$ cat config.mk
export PLATFORM = sky130hd
export DESIGN_NAME = mbe_ctrl
export DESIGN_NICKNAME = d
export VERILOG_FILES = /design/src/mbe_pkg.sv /design/src/mbe_ctrl.sv
export SDC_FILE = /design/constraint.sdc
export NUM_CORES = 1
export LEC_CHECK = 0
export ABC_AREA = 1
export ABC_CLOCK_PERIOD_IN_PS = 1290
export CAP_MARGIN = 20
export CORE_AREA = 3 3 40 42
export CTS_CLUSTER_SIZE = 28
export DETAILED_ROUTE_END_ITERATION = 16
export DIE_AREA = 0 0 43 45
export DONT_BUFFER_PORTS = 1
export PLACE_DENSITY = 0.38
export SYNTH_ARGS = -nofsm -noshare
export SYNTH_HDL_FRONTEND = slang
export SYNTH_SLANG_ARGS = --single-unit
$ cat constraint.sdc
create_clock -name clk -period 1.29 [get_ports clk]
set_input_delay 0.129 -clock clk [delete_from_list [all_inputs] [get_ports clk]]
set_output_delay 0.129 -clock clk [all_outputs]
set_load 0.05 [all_outputs]
$ cat src/mbe_pkg.sv
// Shared types, widths and reset values for the Mandelbrot escape-time block.
// Used by the register file, controller, datapath, interfaces and top level.
// Depends on nothing.
package mbe_pkg;

	// Field widths.
	localparam int IDX_W   = 10;
	localparam int COUNT_W = 24;
	localparam int WORD_W  = 32;
	localparam int STEP_W  = 31;
	localparam int PROD_W  = 2 * WORD_W;

	// Configuration port geometry: five 32-bit registers at byte addresses 4*i.
	localparam int APB_DATA_W = 32;
	localparam int APB_ADDR_W = 5;

	// Parameter defaults.
	localparam int MAX_SIDE_DEF  = 1024;
	localparam int FRAC_BITS_DEF = 26;

	// Register reset values.
	localparam logic [COUNT_W-1:0]       MAX_ITER_RST   = 24'd1000000;
	localparam logic signed [WORD_W-1:0] REAL_START_RST = -32'sd100663296;
	localparam logic signed [WORD_W-1:0] IMAG_START_RST = -32'sd67108864;
	localparam logic [STEP_W-1:0]        REAL_STEP_RST  = 31'd1677722;
	localparam logic [STEP_W-1:0]        IMAG_STEP_RST  = 31'd536871;

	// Register contents as seen by the datapath.
	typedef struct packed {
		logic [COUNT_W-1:0]       max_iterations;
		logic signed [WORD_W-1:0] real_start;
		logic signed [WORD_W-1:0] imag_start;
		logic [STEP_W-1:0]        real_step;
		logic [STEP_W-1:0]        imag_step;
	} cfg_t;

	// Commands from the controller to the datapath.
	typedef struct packed {
		logic load_pixel;  // capture and clamp the pixel indexes
		logic c_mul;       // index times step products
		logic c_add;       // form c, seed z and the counter
		logic square;      // register the three products of z
		logic step;        // advance z and decrement the counter
		logic out_load;    // move the final counter to the output register
	} cmd_t;

	// Status from the datapath to the controller.
	typedef struct packed {
		logic finish;      // counter is zero or z has escaped
	} sts_t;

endpackage

$ cat src/mbe_ctrl.sv
// Controller state machine for the escape-time block: sequences the mapping of
// the pixel to c, the square/update loop and the output handshake. Depends on mbe_pkg.
module mbe_ctrl (
	input  logic          clk,
	input  logic          arst_n,
	input  logic          in_valid,
	output logic          in_ready,
	output logic          out_valid,
	input  logic          out_ready,
	input  mbe_pkg::sts_t sts,
	output mbe_pkg::cmd_t cmd
);

	localparam logic [2:0] ST_IDLE = 3'd0;
	localparam logic [2:0] ST_CMUL = 3'd1;
	localparam logic [2:0] ST_CADD = 3'd2;
	localparam logic [2:0] ST_SQ   = 3'd3;
	localparam logic [2:0] ST_UPD  = 3'd4;
	localparam logic [2:0] ST_HOLD = 3'd5;

	logic [2:0] state_q;
	logic [2:0] state_nxt;
	logic       out_valid_q;
	logic       out_free;

	// The output register can take a result when it is empty or being drained.
	assign out_free  = !out_valid_q || out_ready;
	assign in_ready  = (state_q == ST_IDLE);
	assign out_valid = out_valid_q;

	// Next state and command decode.
	always_comb begin
		state_nxt = state_q;
		cmd       = '0;
		unique case (state_q)
			ST_IDLE: begin
				if (in_valid) begin
					cmd.load_pixel = 1'b1;
					state_nxt      = ST_CMUL;
				end
			end
			ST_CMUL: begin
				cmd.c_mul = 1'b1;
				state_nxt = ST_CADD;
			end
			ST_CADD: begin
				cmd.c_add = 1'b1;
				state_nxt = ST_SQ;
			end
			ST_SQ: begin
				cmd.square = 1'b1;
				state_nxt  = ST_UPD;
			end
			ST_UPD: begin
				if (!sts.finish) begin
					cmd.step  = 1'b1;
					state_nxt = ST_SQ;
				end else if (out_free) begin
					cmd.out_load = 1'b1;
					state_nxt    = ST_IDLE;
				end else begin
					state_nxt = ST_HOLD;
				end
			end
			ST_HOLD: begin
				if (out_free) begin
					cmd.out_load = 1'b1;
					state_nxt    = ST_IDLE;
				end
			end
			default: state_nxt = ST_IDLE;
		endcase
	end

	// State and output valid flag.
	always_ff @(posedge clk or negedge arst_n) begin
		if (!arst_n) begin
			state_q     <= ST_IDLE;
			out_valid_q <= 1'b0;
		end else begin
			state_q <= state_nxt;
			if (cmd.out_load) begin
				out_valid_q <= 1'b1;
			end else if (out_ready) begin
				out_valid_q <= 1'b0;
			end
		end
	end

endmodule

==> impl_results.md <==
* # IOs at 13
* Path length in cells of the critical path at 4
* Synthesized instance count at 43
* GRT Total Usage at 0.0745
* P&R area growth vs syn at 86.9%
* Cell-internal power at 801 uW
* Die area at just under 0.002 mm^2
* Remaining global-route overflow at 0
* Rel. slew slack at 0.875
* DR vias/cell at 4.08
* Synth Cell Area at between 200 and 300 um^2
* H-tree Lvls at 1
* Buffers & Inverters on Critical Path at 1
* Port buffer count at 0
* CP delay by family, top: flip-flops
* Crit path capture type: output pin
* Syn Nets at 48
* Die W at between 40 and 50 um
* Placed cells at 66
* Via Count at 302
* Worst-path clk slew at approximately 0.040 ns
* Hold Violations, Final at 0
* Synthesis warning total at 0
* CP peak stage delay at around 0.42 ns
* P_leak at 0.000309 uW
* Router iterations before antenna repair at 2
* Final TNS setup at -0.293 ns
* Final worst setup slack at -0.0828 ns
* Worst skew pair latency at 0.23 ns
* Num CTS Buffers at 3
* Register area share after synthesis at 0.349
* Net Sw Frac at 0.517
* Multi-input gate area at 173 um^2
* # DRC at 0
* GPL Wtd Cong at between 0.7 and 0.8
* Synthesis-stage register bit count at 4
* DP HPWL at 520 um
* N_diodes at 0
* Initial antenna violation count at 0
* Vias in the first global route at 292
* Tot Pwr at 1660 uW
* Fmax at approximately 730 MHz
* Root Buffer: clkbuf_4
* Clk buf depth at 2
* Post-layout nets at 66
* Post-Place Worst Slack at 0.0889 ns
* Routed len/inst at roughly 9 um
* Slowest CP cell: dfrtp_1
* Setup Viol. Count Final at 6
* Largest net degree at the start of global routing at 7
* Worst Hold Class: input pin to flip-flop
* Clock skew at 0.000938 ns
* Sequential Power Share at 0.163
* CTS tree: built
* Fin. max-slew vios at 0
* Final period utilization at 1.06
* Arr. time, crit path at 1.24 ns
* # rows at 13
* Maxcap violations at 0
* Clock sink count at 4
* Fill cells at 137
* Worst-path maximum fanout at 3
* First-pass GRT wire length at 1030 um
* Crit path cell chain: nor3_4 -> a21oi_2 -> nor2_2 -> buf_12
* Peak VDD IR at approximately 1200 uV
* Post-Layout Cell Count at 74
* Worst Hold Slack at roughly 0.036 ns
* Failing checks: setup timing
* Outcome: finished, violations left
* Hold Path Stages at 2
* Pwr dens at 3100 mW/mm^2
* Unrepaired setup endpoints after global routing: true
* Crit path kind: flip-flop to output pin
* Cell count of the worst reg-to-reg path at 7
* Storage element area at 101 um^2
* Synth cell types at 12
* Layout cell share with drive strength beyond 1 at 0.508
* Worst slew pin tran at 0.186 ns
* Syn avg cell area at between 6 and 7 um^2
* Clock power share at 0.091
* DRT Wirelength at 677 um
* Core ar. at 0.00128 mm^2
* Routed Antenna Nets at 0
* First-iteration detailed-routing DRC count at 1
* CP Data Required Time at ~1.2 ns
* Die Ht at 45 um
* Startpoint Class: flip-flop
* Fin crit period at 1.37 ns
* Logic pwr share at 0.746
* Switching power total at 857 uW
* Initial Util at 0.223
## cell families (layout without fill, tap and decap cells)
family          after synthesis  after routing  synth area share
simple gates                 24             24             0.437
flops                         4              4             0.349
compound gates                1              1            0.0306
buf+inv                      14             30             0.183
## metrics by stage
stage                     utilization  instance area, um^2
final                           0.417                  536
after global placement          0.317                  408
after floorplan                     -                  292
after global routing            0.417                  536
after detailed placement        0.317                  408
after CTS                       0.378                  485
## synth_stat cells
cell	count	area, um^2
a21oi_2	1	8.76
inv_1	13	48.8
dfrtp_1	4	100
nand3_2	1	10.0
nand2_1	8	30.0
nand3_1	6	30.0
nor2_1	4	15.0
nor2_2	2	12.5
inv_2	1	3.75
nand2_2	1	6.26
nor3_2	1	10.0
nand2_4	1	11.3
## routing by layer
| layer | track usage | part of all wire | wire length, um | vias up |
|---|---|---|---|---|
| met3 | 0.0120 | 0.030 | 20 | 2 |
| met5 | 0 | 0 | 0 | - |
| met1 | 0.0782 | 0.39 | 262 | 135 |
| met2 | 0.126 | 0.56 | 380 | 7 |
| met4 | 0.0723 | 0.021 | 14 | 0 |
| li1 | - | - | - | 158 |
## final timing paths
path	startpoint	to	slack, ns
min in group asynchronous	arst_n	state_q[1]$_DFFE_PN0P_	0.17
max	state_q[1]$_DFFE_PN0P_	cmd[0]	-0.08
max reg2reg	state_q[1]$_DFFE_PN0P_	state_q[0]$_DFFE_PN0P_	0.20
min	sts	out_valid$_DFFE_PN0P_	0.04
min reg2reg	out_valid$_DFFE_PN0P_	out_valid$_DFFE_PN0P_	0.56
max in group asynchronous	arst_n	state_q[0]$_DFFE_PN0P_	0.95
## area by class of cell
class	instances	share of cell area
timing repair buffer	13	0.313
multi-input combinational	25	0.322
sequential	4	0.189
inverter	14	0.0981
tap	15	0.0350
clock buffer	3	0.0421
## layout by cell type, fill, tap and decap left out
cell	Yosys	layout
nand3_4	0	1
nor2_2	2	2
buf_6	0	4
clkbuf_4	0	3
buf_8	0	2
nor2_4	0	2
dfrtp_1	4	3
nand2_1	8	8
nor2_1	4	2
nand3_2	1	1
dlygate4sd3_1	0	1
nand2_4	1	2
dfrtp_2	0	1
inv_1	13	10
nand3_1	6	5
nor3_4	0	1
a21oi_2	1	1
inv_2	1	4
buf_12	0	3
buf_4	0	3
## sequential cells by signal (all words and copies together), names as in the netlist
register,cells
state_q,3
out_valid,1
## power groups by stage
stage          sequential [uW]  clock, uW  combinational, uW
2_1_floorplan              276          0                613
3_3_place_gp               258          0                928
3_5_place_dp               258          0                925
4_1_cts                    256        160               1070
5_1_grt                    281        170               1310
6_report                   271        150               1240
## what timing repair did
item / in CTS / in global routing
endpoints found under the setup margin: 3 / 7
cloned: 0 / 0
setup buffers: 3 / 1
pin swaps: 2 / 6
endpoints found under the hold margin: 4 / 0
hold buffers: 1 / 0
gates resized for setup: 6 / 12
Power figures use the tool's default switching activity.
