## src/mbe_pkg.sv

```systemverilog
// Shared types, widths and reset values for the Mandelbrot escape-time block.
// Used by the register file, controller, datapath, interfaces and top level.
// Depends on nothing.
package mbe_pkg;

	// Field widths.
	localparam int IDX_W   = 10;
	localparam int COUNT_W = 24;
	localparam int WORD_W  = 32;
	localparam int STEP_W  = 31;
	localparam int PROD_W  = 2 * WORD_W;

	// Configuration port geometry: five 32-bit registers at byte addresses 4*i.
	localparam int APB_DATA_W = 32;
	localparam int APB_ADDR_W = 5;

	// Parameter defaults.
	localparam int MAX_SIDE_DEF  = 1024;
	localparam int FRAC_BITS_DEF = 26;

	// Register reset values.
	localparam logic [COUNT_W-1:0]       MAX_ITER_RST   = 24'd1000000;
	localparam logic signed [WORD_W-1:0] REAL_START_RST = -32'sd100663296;
	localparam logic signed [WORD_W-1:0] IMAG_START_RST = -32'sd67108864;
	localparam logic [STEP_W-1:0]        REAL_STEP_RST  = 31'd1677722;
	localparam logic [STEP_W-1:0]        IMAG_STEP_RST  = 31'd536871;

	// Register contents as seen by the datapath.
	typedef struct packed {
		logic [COUNT_W-1:0]       max_iterations;
		logic signed [WORD_W-1:0] real_start;
		logic signed [WORD_W-1:0] imag_start;
		logic [STEP_W-1:0]        real_step;
		logic [STEP_W-1:0]        imag_step;
	} cfg_t;

	// Commands from the controller to the datapath.
	typedef struct packed {
		logic load_pixel;  // capture and clamp the pixel indexes
		logic c_mul;       // index times step products
		logic c_add;       // form c, seed z and the counter
		logic square;      // register the three products of z
		logic step;        // advance z and decrement the counter
		logic out_load;    // move the final counter to the output register
	} cmd_t;

	// Status from the datapath to the controller.
	typedef struct packed {
		logic finish;      // counter is zero or z has escaped
	} sts_t;

endpackage

```

## src/mbe_regs.sv

```systemverilog
// APB-style configuration register file for the escape-time block.
// Holds the iteration budget and the coordinate mapping. Depends on mbe_pkg.
module mbe_regs (
	input  logic                           clk,
	input  logic                           arst_n,
	input  logic                           psel,
	input  logic                           penable,
	input  logic                           pwrite,
	input  logic [mbe_pkg::APB_ADDR_W-1:0] paddr,
	input  logic [mbe_pkg::APB_DATA_W-1:0] pwdata,
	output logic [mbe_pkg::APB_DATA_W-1:0] prdata,
	output logic                           pready,
	output mbe_pkg::cfg_t                  cfg
);

	// Register indexes (word address).
	localparam logic [2:0] REG_MAX_ITER   = 3'd0;
	localparam logic [2:0] REG_REAL_START = 3'd1;
	localparam logic [2:0] REG_IMAG_START = 3'd2;
	localparam logic [2:0] REG_REAL_STEP  = 3'd3;
	localparam logic [2:0] REG_IMAG_STEP  = 3'd4;

	mbe_pkg::cfg_t cfg_q;
	logic [2:0]    reg_idx;
	logic          wr_en;

	assign pready  = 1'b1;
	assign reg_idx = paddr[mbe_pkg::APB_ADDR_W-1:2];
	assign wr_en   = psel && penable && pwrite && pready;
	assign cfg     = cfg_q;

	// Register writes; writes to unused addresses are dropped.
	always_ff @(posedge clk or negedge arst_n) begin
		if (!arst_n) begin
			cfg_q.max_iterations <= mbe_pkg::MAX_ITER_RST;
			cfg_q.real_start     <= mbe_pkg::REAL_START_RST;
			cfg_q.imag_start     <= mbe_pkg::IMAG_START_RST;
			cfg_q.real_step      <= mbe_pkg::REAL_STEP_RST;
			cfg_q.imag_step      <= mbe_pkg::IMAG_STEP_RST;
		end else if (wr_en) begin
			unique case (reg_idx)
				REG_MAX_ITER:   cfg_q.max_iterations <= pwdata[mbe_pkg::COUNT_W-1:0];
				REG_REAL_START: cfg_q.real_start     <= pwdata[mbe_pkg::WORD_W-1:0];
				REG_IMAG_START: cfg_q.imag_start     <= pwdata[mbe_pkg::WORD_W-1:0];
				REG_REAL_STEP:  cfg_q.real_step      <= pwdata[mbe_pkg::STEP_W-1:0];
				REG_IMAG_STEP:  cfg_q.imag_step      <= pwdata[mbe_pkg::STEP_W-1:0];
				default: ;
			endcase
		end
	end

	// Read-back multiplexer.
	always_comb begin
		unique case (reg_idx)
			REG_MAX_ITER:   prdata = {{(mbe_pkg::APB_DATA_W-mbe_pkg::COUNT_W){1'b0}},
				cfg_q.max_iterations};
			REG_REAL_START: prdata = cfg_q.real_start;
			REG_IMAG_START: prdata = cfg_q.imag_start;
			REG_REAL_STEP:  prdata = {1'b0, cfg_q.real_step};
			REG_IMAG_STEP:  prdata = {1'b0, cfg_q.imag_step};
			default:        prdata = '0;
		endcase
	end

endmodule

```

## config.mk

```make
export PLATFORM = sky130hd
export DESIGN_NAME = mbe_regs
export DESIGN_NICKNAME = d
export VERILOG_FILES = /design/src/mbe_pkg.sv /design/src/mbe_regs.sv
export SDC_FILE = /design/constraint.sdc
export NUM_CORES = 1
export LEC_CHECK = 0
export BUFFER_PORTS_ARGS = -buffer_cell sky130_fd_sc_hd__buf_2
export CORE_ASPECT_RATIO = 0.7
export CORE_MARGIN = 5
export CORE_UTILIZATION = 45
export CTS_CLUSTER_SIZE = 12
export DETAILED_ROUTE_END_ITERATION = 12
export PLACE_DENSITY = 0.73
export SLEW_MARGIN = 20
export SYNTH_ARGS = -nofsm -noshare
export SYNTH_HDL_FRONTEND = slang
export SYNTH_SLANG_ARGS = --single-unit
```

## constraint.sdc

```tcl
create_clock -name clk -period 1.58 [get_ports clk]
set_input_delay 0.079 -clock clk [delete_from_list [all_inputs] [get_ports clk]]
set_output_delay 0.079 -clock clk [all_outputs]
set_load 0.01 [all_outputs]
```

==> results of run 1 <==
-- area by class of cell --
| type | instances | area, um^2 | share of cell area |
|---|---|---|---|
| clock buffer | 20 | 446.7 | 0.04559 |
| clock inverter | 12 | 200.2 | 0.02043 |
| inverter | 1 | 3.754 | 0.0003831 |
| multi-input combinational | 285 | 2963 | 0.3024 |
| sequential | 150 | 3801 | 0.3880 |
| tap | 195 | 244.0 | 0.02490 |
| timing repair buffer | 325 | 2138 | 0.2183 |
-- layout by cell type (no fill, tap or decap), types with 13 or more instances in the layout --
cell,synthesis,layout
mux2_2,147,142
mux2_4,20,25
dlygate4sd3_1,0,33
o21ai_1,0,22
buf_4,1,58
buf_2,18,220
dfstp_2,38,38
clkbuf_16,0,17
a32oi_1,24,17
buf_12,0,13
dfrtp_1,112,112
a22oi_1,30,30
-- path summary, 6_finish.rpt --
kind / from / endpoint / slack (ns) / depth (start not counted)
hold / removal: arst_n / cfg[28]$_DFFE_PN0P_ / 0.17 / 2
setup reg to reg: cfg[82]$_DFFE_PN0P_ / cfg[82]$_DFFE_PN0P_ / 0.54 / 3
setup / recovery: cfg[68]$_DFFE_PN0P_ / prdata[6] / 0.002 / 4
max in group asynchronous: arst_n / cfg[39]$_DFFE_PN1P_ / 0.75 / 3
hold reg to reg: cfg[113]$_DFFE_PN0P_ / cfg[113]$_DFFE_PN0P_ / 0.53 / 1
min in group clk: paddr[3] / cfg[113]$_DFFE_PN0P_ / 0.32 / 4
-- cells by family (layout without fill, tap and decap cells) --
logic type	Yosys count	in the layout	share of synthesized area
other	1	1	0.0005491
flip-flops	150	150	0.5566
buffers and inverters	38	358	0.02693
AO/OA/AOI/OAI	87	87	0.08978
AND/OR/NAND/NOR	16	16	0.01796
multiplexers	181	181	0.3082
-- power by group through the flow --
| stage | clock network [mW] | registers (mW) | logic (mW) |
|---|---|---|---|
| final | 4.44 | 5.38 | 3.41 |
| after global routing | 4.66 | 5.46 | 3.66 |
| after CTS | 4.50 | 5.35 | 3.23 |
| after detailed placement | 0 | 5.43 | 2.98 |
| after global placement | 0 | 5.35 | 2.89 |
| after floorplan | 0 | 5.65 | 1.18 |
-- layer usage --
layer  part of all wire  global-route usage  wire, um
met3              0.085             0.07683      1937
met1               0.41              0.3202      9390
met2               0.48              0.4051     10850
met4              0.021              0.1077       484
met5                  0                   0         0
-- timing repair --
item / CTS / global route
gates resized for setup: 12 / 22
hold endpoints to repair: 229 / 0
pin swaps: 3 / 5
setup buffers: 18 / 19
hold buffers: 33 / 0
endpoints found under the setup margin: 18 / 24
==> flow_summary.json, run 1 <==
{
  "run_status": "complete, no violations",
  "synth_area_um2": 6829,
  "worst-endpoint-required_ns": 1.50,
  "synth_top_cell_by_area": "dfrtp_1",
  "die_height_um": 113.1,
  "yosysSeqAreaShare": 0.5566,
  "floorplan.die_area_um2": 17780,
  "layout.cell_area.non_filler_um2": 9797,
  "synth_edf_count": 0,
  "numPortBuffers": 221,
  "total_power_mw": 13.23,
  "num-fill-cells": 1096,
  "crit_path_dat_ns": 1.50,
  "crit_slowest_cell": "dfrtp_1",
  "route.detailed.wl_per_inst_um": 22.94,
  "power.share.sequential": 0.406,
  "placement.setup.worst_slack_ns": 0.0007083,
  "cts-root-buf": "clkbuf_16",
  "syn_to_final_growth_pct": 43.46,
  "via_per_inst": 5.687,
  "crit_path_max_fanout": 3,
  "post_route_cells_drive_above_1_share": 0.6873,
  "ys_top_cells_by_count": "147 x mux2_2, 112 x dfrtp_1, 38 x dfstp_2, 30 x a22oi_1",
  "cts_made_buffers": 17,
  "detail_route.drc_violations": 0,
  "die-width_um": 157.2,
  "top_cell_type_s_share_of_synthesized_area": 0.4104,
  "rsz0062_at_grt": "yes",
  "worst_path_dominant_cell_family": "flip-flops",
  "core_area_um2": 14770,
  "sw_frac_of_total": 0.2901,
  "final.period_utilization": 0.9988,
  "clock_skews_ns": 0,
  "total_negative_setup_slack_ns": 0,
  "drv.max_cap_violation_count": 0,
  "slew_violations": 0,
  "clk_path_buf_depth": 2,
  "vdd_drop_max_mv": 0.8089,
  "final_setup_viols": 0,
  "detail_route.first_pass.iterations": 5,
  "fin_cells": 988,
  "post_synth_num_cell_types": 28,
  "postSynthAreaPerCell_um2": 14.44,
  "dpl_cell_area_um2": 8471,
  "globalRoute.totalOverflow": 0,
  "power.static_leakage_nw": 4.848,
  "crit_type": "flop to output port",
  "synth.yosys.warnings": 0,
  "combinational_share_of_power": 0.258,
  "number_of_flip_flops_under_the_largest_register_name": 150,
  "cts_tree": "built",
  "drt_iter0_markers": 305,
  "finalHoldWorstSlack_ns": 0.1705,
  "p_int_mw": 9.389,
  "achievable-frequency_mhz": 633.7,
  "grt_first_pass_wirelength_um": 34560,
  "synth.top_cells.by_area": "dfrtp_1 41%, mux2_2 24%, dfstp_2 15%, mux2_4 4.4%, a22oi_1 3.3%",
  "largest_net_degree_at_the_start_of_global_routing": 49,
  "clock_power_share": 0.336,
  "nets": 822,
  "cell_with_the_most_instances_after_synthesis": "mux2_2",
  "final_hold_vios": 0,
  "place.detailed.hpwl_um": 15070,
  "asyncSetResetFlopFracSynth": 1.000,
  "startpoint_type": "flop",
  "timing.critical_path.slowest_cell_delay_ns": 0.39,
  "cts_num_sinks": 150,
  "min_path_type": "input pin to async pin",
  "cp_cell_instances": "mux2_2 > a32oi_1 > o21ai_1 > buf_2",
  "syn_nets": 515,
  "place.gp.congestion": 0.8886,
  "route.antenna.remaining_nets": 0,
  "clock_insertion_delay_worst_skew_ns": 0.41,
  "syn-instance-count": 473,
  "routed-via-count": 5619,
  "grt_antenna_before_repair": 0,
  "wirelength_um": 22670,
  "finalWorstSetupSlack_ns": 0.001937,
  "place_inst": 886,
  "switchingPower_mw": 3.837,
  "min_period_ns": 1.578,
  "power_density_nw_per_um2": 1350,
  "floorplan.rows": 37,
  "worst-path-buf-inv": 1,
  "first_global_vias": 6057,
  "setup.worst_path.end_class": "output port",
  "cts-htree-levels": 4,
  "diodes": 0,
  "cts.reportedPaths.clkPinSlew_ns": 0.06,
  "groute.usage.overall": 0.2531,
  "floorplan.initialDensity": 0.4624,
  "final_core_util": 0.6634,
  "top_level_ports": 225,
  "synth_ff_type": "dfrtp_1",
  "flops_latches_synth": 150
}
(Power assumes the default switching activity.)
==> inputs of run 2 (changes only) <==
Settings changed: CORE_UTILIZATION 45 to 40, PLACE_DENSITY 0.73 to 0.67.
==> flow_summary.json, run 2 (synthesis results as in run 1) <==
{
  "crit_path_max_fanout": 2,
  "clock_insertion_delay_worst_skew_ns": 0.41,
  "floorplan.die_area_um2": 19830,
  "nets": 812,
  "clk_path_buf_depth": 2,
  "route.top_layer_used": "met4",
  "worst_pin_slew_ns": 0.5291,
  "total_power_mw": 12.40,
  "cts_tree": "built",
  "setup.worst_path.end_class": "output port",
  "post_route_cells_drive_above_1_share": 0.6756,
  "combinational_share_of_power": 0.266,
  "power_density_nw_per_um2": 1288,
  "largest_net_degree_at_the_start_of_global_routing": 54,
  "min_path_type": "input pin to async pin",
  "routed_length_on_met2_um": 10300,
  "place.detailed.hpwl_um": 15020,
  "place.gp.congestion": 0.8729,
  "fin_cells": 1015,
  "cp_cell_instances": "mux2_4 > a32oi_2 > o21ai_1 > buf_2",
  "crit_slowest_cell": "dfrtp_1",
  "timing.slew.headroom": 0.6473,
  "finalWorstSetupSlack_ns": -0.005231,
  "crit_path_dat_ns": 1.51,
  "floorplan.rows": 40,
  "placement.setup.worst_slack_ns": 0.04475,
  "cts-htree-levels": 4,
  "route.antenna.remaining_nets": 0,
  "routed-wl-met3_um": 1905,
  "slew_violations": 0,
  "cts_made_buffers": 17,
  "route.detailed.wl_per_inst_um": 21.87,
  "wl_met1_um": 9509,
  "floorplan.initialDensity": 0.4025,
  "clock_skews_ns": 0,
  "routed-via-count": 5614,
  "vdd_drop_max_mv": 0.6582,
  "drt_iter0_markers": 349,
  "cts_num_sinks": 150,
  "grt_antenna_before_repair": 1,
  "run_status": "finished with violations",
  "drv.max_cap_violation_count": 0,
  "mostFrequentLayoutCells": "220 x buf_2, 139 x mux2_2, 112 x dfrtp_1",
  "clock_power_share": 0.300,
  "worst_path_dominant_cell_family": "flip-flops",
  "groute.usage.overall": 0.2178,
  "detail_route.drc_violations": 0,
  "via_per_inst": 5.531,
  "min_period_ns": 1.585,
  "layout.cell_area.non_filler_um2": 9624,
  "top_level_ports": 225,
  "startpoint_type": "flop",
  "worst-endpoint-required_ns": 1.50,
  "dpl_cell_area_um2": 8498,
  "finalHoldWorstSlack_ns": 0.2018,
  "grt_first_pass_wirelength_um": 33950,
  "final_setup_viols": 1,
  "number_of_flip_flops_under_the_largest_register_name": 150,
  "worst-path-buf-inv": 1,
  "violations": "negative setup slack",
  "cts-root-buf": "clkbuf_16",
  "first_global_vias": 5949,
  "detail_route.first_pass.iterations": 5,
  "switchingPower_mw": 3.716,
  "final_hold_vios": 0,
  "core_area_um2": 16970,
  "wirelength_um": 22190,
  "layout.cells.most_common": "buf_2",
  "achievable-frequency_mhz": 630.8,
  "rsz0062_at_grt": "yes",
  "die-width_um": 166.2,
  "cts.reportedPaths.clkPinSlew_ns": 0.06,
  "syn_to_final_growth_pct": 40.93,
  "timing.critical_path.slowest_cell_delay_ns": 0.39,
  "place_inst": 923,
  "die_height_um": 119.3,
  "power.static_leakage_nw": 4.742,
  "globalRoute.totalOverflow": 0,
  "numPortBuffers": 221,
  "crit_type": "flop to output port",
  "power.share.sequential": 0.434,
  "final.period_utilization": 1.003,
  "p_int_mw": 8.680,
  "sw_frac_of_total": 0.2998
}
## run 2: timing repair
item / CTS / global route
endpoints found under the setup margin: 14 / 24
buffers inserted: 12 / 14
gates resized for setup: 12 / 23
hold buffers: 33 / 0
hold endpoints to repair: 204 / 0
pin swaps: 1 / 7
## run 2: area by class of cell
cell class	count	area [um^2]
timing repair buffer	315	2038
inverter	1	3.754
clock buffer	23	457.9
antenna	1	2.502
clock inverter	9	80.08
fill	1363	7342
tap	231	289.0
sequential	150	3801
multi-input combinational	285	2952
## run 2: per-layer routing
layer / GRT usage / vias up
li1: - / 2381
met1: 0.2827 / 2913
met2: 0.3458 / 281
met3: 0.07465 / 39
met4: 0.06801 / 0
met5: 0 / -
## run 2: final timing paths
path                                       from                   end  slack, ns  depth (start not counted)
min                                      arst_n  cfg[106]$_DFFE_PN0P_       0.20                          2
max                         cfg[63]$_DFFE_PN0P_             prdata[1]     -0.005                          4
min reg2reg                cfg[113]$_DFFE_PN0P_  cfg[113]$_DFFE_PN0P_       0.53                          1
max in group asynchronous                arst_n  cfg[122]$_DFFE_PN1P_       0.72                          3
min in group clk                        penable   cfg[93]$_DFFE_PN1P_       0.37                          5
max reg2reg                 cfg[67]$_DFFE_PN0P_   cfg[67]$_DFFE_PN0P_       0.67                          2
## run 2: worst reg2reg max path, delay by kind of cell, from the launching register on
family	cells	cell delay, ns
buffers and inverters	1	0.15
DFF	1	0.39
muxes	1	0.26
## run 2: through the flow
stage               utilization  setup TNS, ns
global route             0.5673        -0.8990
global placement         0.5009              0
detailed placement       0.5009              0
finish                   0.5673      -0.005231
CTS                      0.5587       -0.03939
floorplan                     -              0
## run 2: power groups by stage
stage               Combinational (mW)  Sequential (mW)  Clock (mW)
finish                            3.30             5.38        3.72
global route                      3.55             5.47        3.96
CTS                               3.17             5.36        3.80
detailed placement                2.97             5.43           0
global placement                  2.88             5.38           0
floorplan                         1.18             5.65           0
